==> src/rtl/wsp_pkg.sv <==
// Shared types, constants and helpers for the world-to-screen projection core.
`default_nettype none
package wsp_pkg;

    // Widths of the clip arithmetic.
    localparam int CLIP_W = 58;
    localparam int NUM_W  = 59;
    localparam int K_W    = 21;
    localparam int QB_W   = 34;

    localparam int DefQueueDepth = 4;

    localparam logic signed [CLIP_W-1:0] W_MIN_Q24   = CLIP_W'(16778);
    localparam logic signed [CLIP_W-1:0] OFF_LIMIT   = CLIP_W'(64'sd1099511627776);
    localparam logic [16:0]              OFF_SCALE   = 17'd100000;
    localparam logic [13:0]              RST_WIDTH   = 14'd1920;
    localparam logic [13:0]              RST_HEIGHT  = 14'd1080;

    typedef enum logic [2:0] {
        CFG_ROW_X_01 = 3'd0,
        CFG_ROW_X_23 = 3'd1,
        CFG_ROW_Y_01 = 3'd2,
        CFG_ROW_Y_23 = 3'd3,
        CFG_ROW_W_01 = 3'd4,
        CFG_ROW_W_23 = 3'd5,
        CFG_WIDTH    = 3'd6,
        CFG_HEIGHT   = 3'd7
    } t_cfg_index;

    typedef struct packed {
        logic signed [23:0] point_x;
        logic signed [23:0] point_y;
        logic signed [23:0] point_z;
    } t_in_word;

    typedef struct packed {
        logic signed [31:0] screen_x;
        logic signed [31:0] screen_y;
        logic               on_screen;
    } t_out_word;

    // Classified job handed from the front to the back through the queue.
    typedef struct packed {
        logic                     on_screen;
        logic signed [CLIP_W-1:0] w;
        logic signed [NUM_W-1:0]  num_x;
        logic signed [NUM_W-1:0]  num_y;
        logic [K_W-1:0]           k_x;
        logic [K_W-1:0]           k_y;
        logic signed [CLIP_W-1:0] cx;
        logic signed [CLIP_W-1:0] cy;
    } t_job;

    function automatic logic signed [31:0] sat32(input logic signed [63:0] v);
        if (v > 64'sd2147483647) return 32'sh7fffffff;
        if (v < -64'sd2147483648) return 32'sh80000000;
        return v[31:0];
    endfunction

endpackage
`default_nettype wire

==> src/rtl/wsp_queue.sv <==
// Small FIFO of classified jobs between front and back.
`default_nettype none
module wsp_queue import wsp_pkg::*; #(
    parameter int Depth = DefQueueDepth
) (
    input  wire logic i_clk,
    input  wire logic i_rst_n,
    input  wire logic i_push,
    input  wire t_job i_job,
    input  wire logic i_pop,
    output logic      o_valid,
    output t_job      o_job,
    output logic [$clog2(Depth+1)-1:0] o_count
);
    localparam int AW = (Depth > 1) ? $clog2(Depth) : 1;
    t_job r_mem [Depth];
    logic [AW-1:0] r_wp, r_rp;
    logic [$clog2(Depth+1)-1:0] r_cnt;

    always_ff @(posedge i_clk) begin
        if (i_push) r_mem[r_wp] <= i_job;
    end

    always_ff @(posedge i_clk) begin
        if (!i_rst_n) begin
            r_wp  <= '0;
            r_rp  <= '0;
            r_cnt <= '0;
        end else begin
            if (i_push) r_wp <= (32'(r_wp) == Depth - 1) ? '0 : r_wp + 1'b1;
            if (i_pop)  r_rp <= (32'(r_rp) == Depth - 1) ? '0 : r_rp + 1'b1;
            r_cnt <= r_cnt + (i_push ? 1'b1 : 1'b0) - (i_pop ? 1'b1 : 1'b0);
        end
    end

    assign o_valid = (r_cnt != '0);
    assign o_job   = r_mem[r_rp];
    assign o_count = r_cnt;
endmodule
`default_nettype wire

==> config.mk <==
export PLATFORM = sky130hd
export DESIGN_NAME = wsp_queue
export DESIGN_NICKNAME = d
export VERILOG_FILES = /design/src/rtl/wsp_pkg.sv /design/src/rtl/wsp_queue.sv
export SDC_FILE = /design/constraint.sdc
export NUM_CORES = 1
export LEC_CHECK = 0
export BUFFER_PORTS_ARGS = -buffer_cell sky130_fd_sc_hd__buf_2
export CAP_MARGIN = 20
export CORE_MARGIN = 2
export CORE_UTILIZATION = 30
export DETAILED_ROUTE_END_ITERATION = 10
export PLACE_DENSITY_LB_ADDON = 0.05
export SETUP_SLACK_MARGIN = 0.2
export SYNTH_ARGS = -nofsm -noshare
export SYNTH_HDL_FRONTEND = slang
export SYNTH_SLANG_ARGS = --single-unit
==> constraint.sdc <==
create_clock -name i_clk -period 26.5 [get_ports i_clk]
set_input_delay 3.975 -clock i_clk [delete_from_list [all_inputs] [get_ports i_clk]]
set_output_delay 3.975 -clock i_clk [all_outputs]
set_load 0.005 [all_outputs]
==> impl_metrics.yaml <==
run_status:
  status: "complete, no violations"
clock_network:
  hold_buffers: 0
  root_buffer: "clkbuf_16"
  cts_sinks: 1349
  clkTransAtPathRegs_ns: 0.05
  cts_made_buffers: 155
  clk_latency_ns: 0.76
  cts-resized-gates: 0
  cts_tree: "built"
  cts_buffer_depth: 3
  cts_setup_buffers: 0
  cts.htree.levels: 4
setup_path:
  cp.buffers_inverters: 4
  cp_top_family: "buffers and inverters"
  crit_path_end_kind: "output port"
  crit_path_max_fanout: 42
  critical_path_class: "reg -> out"
  critical_path_required_ns: 22.52
  start_kind: "flop"
  crit_slowest_cell: "dfxtp_4"
  critPathMostFrequentCell: "buf_4"
  path_cells: "buf_4, buf_4, buf_4, mux4_2, buf_2"
  cpPeakStageDelay_ns: 0.89
  r2r-start: "r_wp[0]"
  worstPathArrival_ns: 5.11
  rr_endpoint: "r_mem[0][217]"
  regToRegSetupSlack_ns: 21.54
  reg2regPathDepth: 7
logic_synthesis:
  synth_area_leaders: "edfxtp_1, mux4_2, buf_2, buf_6, dfxtp_1"
  synth_top_area_cell: "edfxtp_1"
  netlist_area_mm2: 0.0487
  netlist_instances: 1791
  ys_seq_area_share_pct: 83.0
  syn_area_per_cell_um2: 27.2
  yosysUniqueCellTypes: 18
  syn_nets: 2138
  yosys_warnings: 0
  synth_seq_cells: 1349
  yosysTopAreaCellShare_pct: 82.6
placed_design:
  dp_slack_ns: 17.71
  dpl_cell_area_mm2: 0.0546
  dp_hpwl_um: 77500
  port_buffers: 677
  gp_congestion: 0.745
die:
  core_mm2: 0.161
  io_pins: 678
  dieWidth_um: 407
  die_y_um: 407
  rows: 147
  initial_core_util_pct: 30.3
  die_area_mm2: 0.166
grt:
  gr-total-overflow: 0
  antenna_found_initial: 93
  grt_first_pass_wirelength_um: 172000
  grt_max_degree: 128
  track_usage_pct: 14.6
  grt_pass1_vias: 23739
routing:
  ant_nets: 0
  drtPass1Iterations: 5
  drc: 0
  drtIter0Drc: 1503
  wl_per_cell_um: 25.3
  vias_per_cell: 4.57
  drt-total-wl_um: 123000
  vias: 22228
timing:
  slew_violations: 0
  timing.final.ws_setup_ns: 17.41
  fin_tns_setup_ns: 0
  skew_ns: 0.0461
  maxSlewHeadroom_pct: 30.7
  rsz0062_at_grt: "false"
  fmax_mhz: 110
  fin_crit_sh_pct: 34.3
  period_minus_slack_ns: 9.09
  hold_viol: 0
  finalSetupViolations: 0
  tightestPinTransition_ns: 1.04
layout:
  fin_area_mm2: 0.0595
  multi_input_area_mm2: 0.00780
  layout-drive-gt1-share_pct: 46.3
  nets: 2931
  n_fill_cell: 14667
  area_growth_syn_to_layout_pct: 22.1
  seqCellArea_mm2: 0.0404
power:
  cellLeakagePower_nw: 19.5
  vdd_ir_drop_max_uv: 56.2
  power_density_mw_per_mm2: 81.5
flow_run:
  cap_violations: 0
min_path:
  hp-class: "reg -> reg"
  holdPathStages: 2
  hp-start: "r_rp[0]"
[layout make-up]
cell class | count | area share (%)
Clock buffer | 210 | 7.08
Clock inverter | 57 | 0.981
Tap cell | 2160 | 4.55
Inverter | 6 | 0.0379
Sequential cell | 1349 | 68.0
Multi-Input combinational cell | 362 | 13.1
Timing Repair Buffer | 710 | 6.20
Antenna cell | 12 | 0.0505
[worst register-to-register path, delay by kind of cell (launching register included)]
| family | cells | cell delay [ns] |
|---|---|---|
| simple gates | 1 | 0.64 |
| fa+ha+maj | 1 | 0.16 |
| flops | 1 | 0.35 |
| buf+inv | 5 | 3.37 |
[power by group]
| group | switching [mW] | internal [mW] |
|---|---|---|
| combinational | 0.207 | 0.166 |
| clock | 0.822 | 1.19 |
| sequential | 0.0229 | 2.44 |
| total | 1.05 | 3.79 |
[kinds of logic (layout without fill, tap and decap cells)]
group                    Yosys count  after routing  share of synthesized area [%]
flip-flops                      1349           1349                           83.0
multiplexers                     337            337                           15.5
buffers and inverters             80            983                          0.997
AND/OR/NAND/NOR                   14             14                          0.170
adder cells (fa/ha/maj)            8              8                          0.221
AO/OA/AOI/OAI                      2              2                         0.0206
XOR/XNOR                           1              1                         0.0463
other                              0             12                              0
[synth_stat cells]
master    number
edfxtp_1    1340
buf_6         17
xnor3_1        1
buf_1          3
nand2b_1       2
and2_1         5
or3b_2         2
fa_1           1
clkbuf_1       8
ha_1           7
mux4_2       335
buf_2         46
a21oi_1        2
inv_1          6
mux2i_1        2
nor2_1         4
dfxtp_1        9
or3_1          1
[stage by stage]
stage	power [mW]	utilization [%]	hold slack, ns	std cells
finish	4.85	36.9	0.513	4866
global route	5.04	36.9	0.580	4858
CTS	4.94	36.9	0.514	4854
detailed placement	2.90	33.9	0.503	4587
global placement	2.89	33.9	0.484	4587
floorplan	2.71	-	0.476	1791
[cell usage in the layout (no fill, tap or decap)]
master      count
edfxtp_1     1340
clkinv_8        3
diode_2        12
buf_12          4
dfxtp_4         2
a21oi_1         2
inv_1           6
inv_16          2
clkinvlp_4      1
and2_4          4
clkinv_4        1
ha_1            7
mux4_2        335
buf_4          29
nor2_1          4
clkinv_1       27
bufinv_16       8
and2_1          1
clkinv_2       10
xnor3_1         1
buf_2         677
nand2b_1        2
inv_6           3
fa_1            1
or3b_2          2
or3_1           1
dfxtp_1         7
clkbuf_8        4
clkbuf_1       47
mux2i_1         2
clkinv_16       2
clkbuf_16     159
[metal layers]
metal	GRT usage (%)	part of all wire (%)	up-vias
met1	17.4	39	11673
li1	-	-	9453
met4	4.24	2.8	78
met3	6.47	9.4	305
met2	23.7	48	719
met5	0	0.40	-
[flip-flops by register name, indices dropped and copies added (netlist names), named ones only]
signal and count:
o_count 3, r_rp 2, r_mem 1340, r_wp 2
[worst max path at each step]
| stage | from | cells past startpoint | end |
|---|---|---|---|
| 6_report | flop | 5 | o_job[266] |
| 5_1_grt | flop | 5 | o_job[266] |
| 4_1_cts | flop | 5 | o_job[266] |
| 3_5_place_dp | i_push | 6 | r_mem[0][77] |
| 3_3_place_gp | i_push | 6 | r_mem[0][217] |
| 2_1_floorplan | i_push | 1 | r_mem[0][0] |
(Power assumes the default switching activity.)
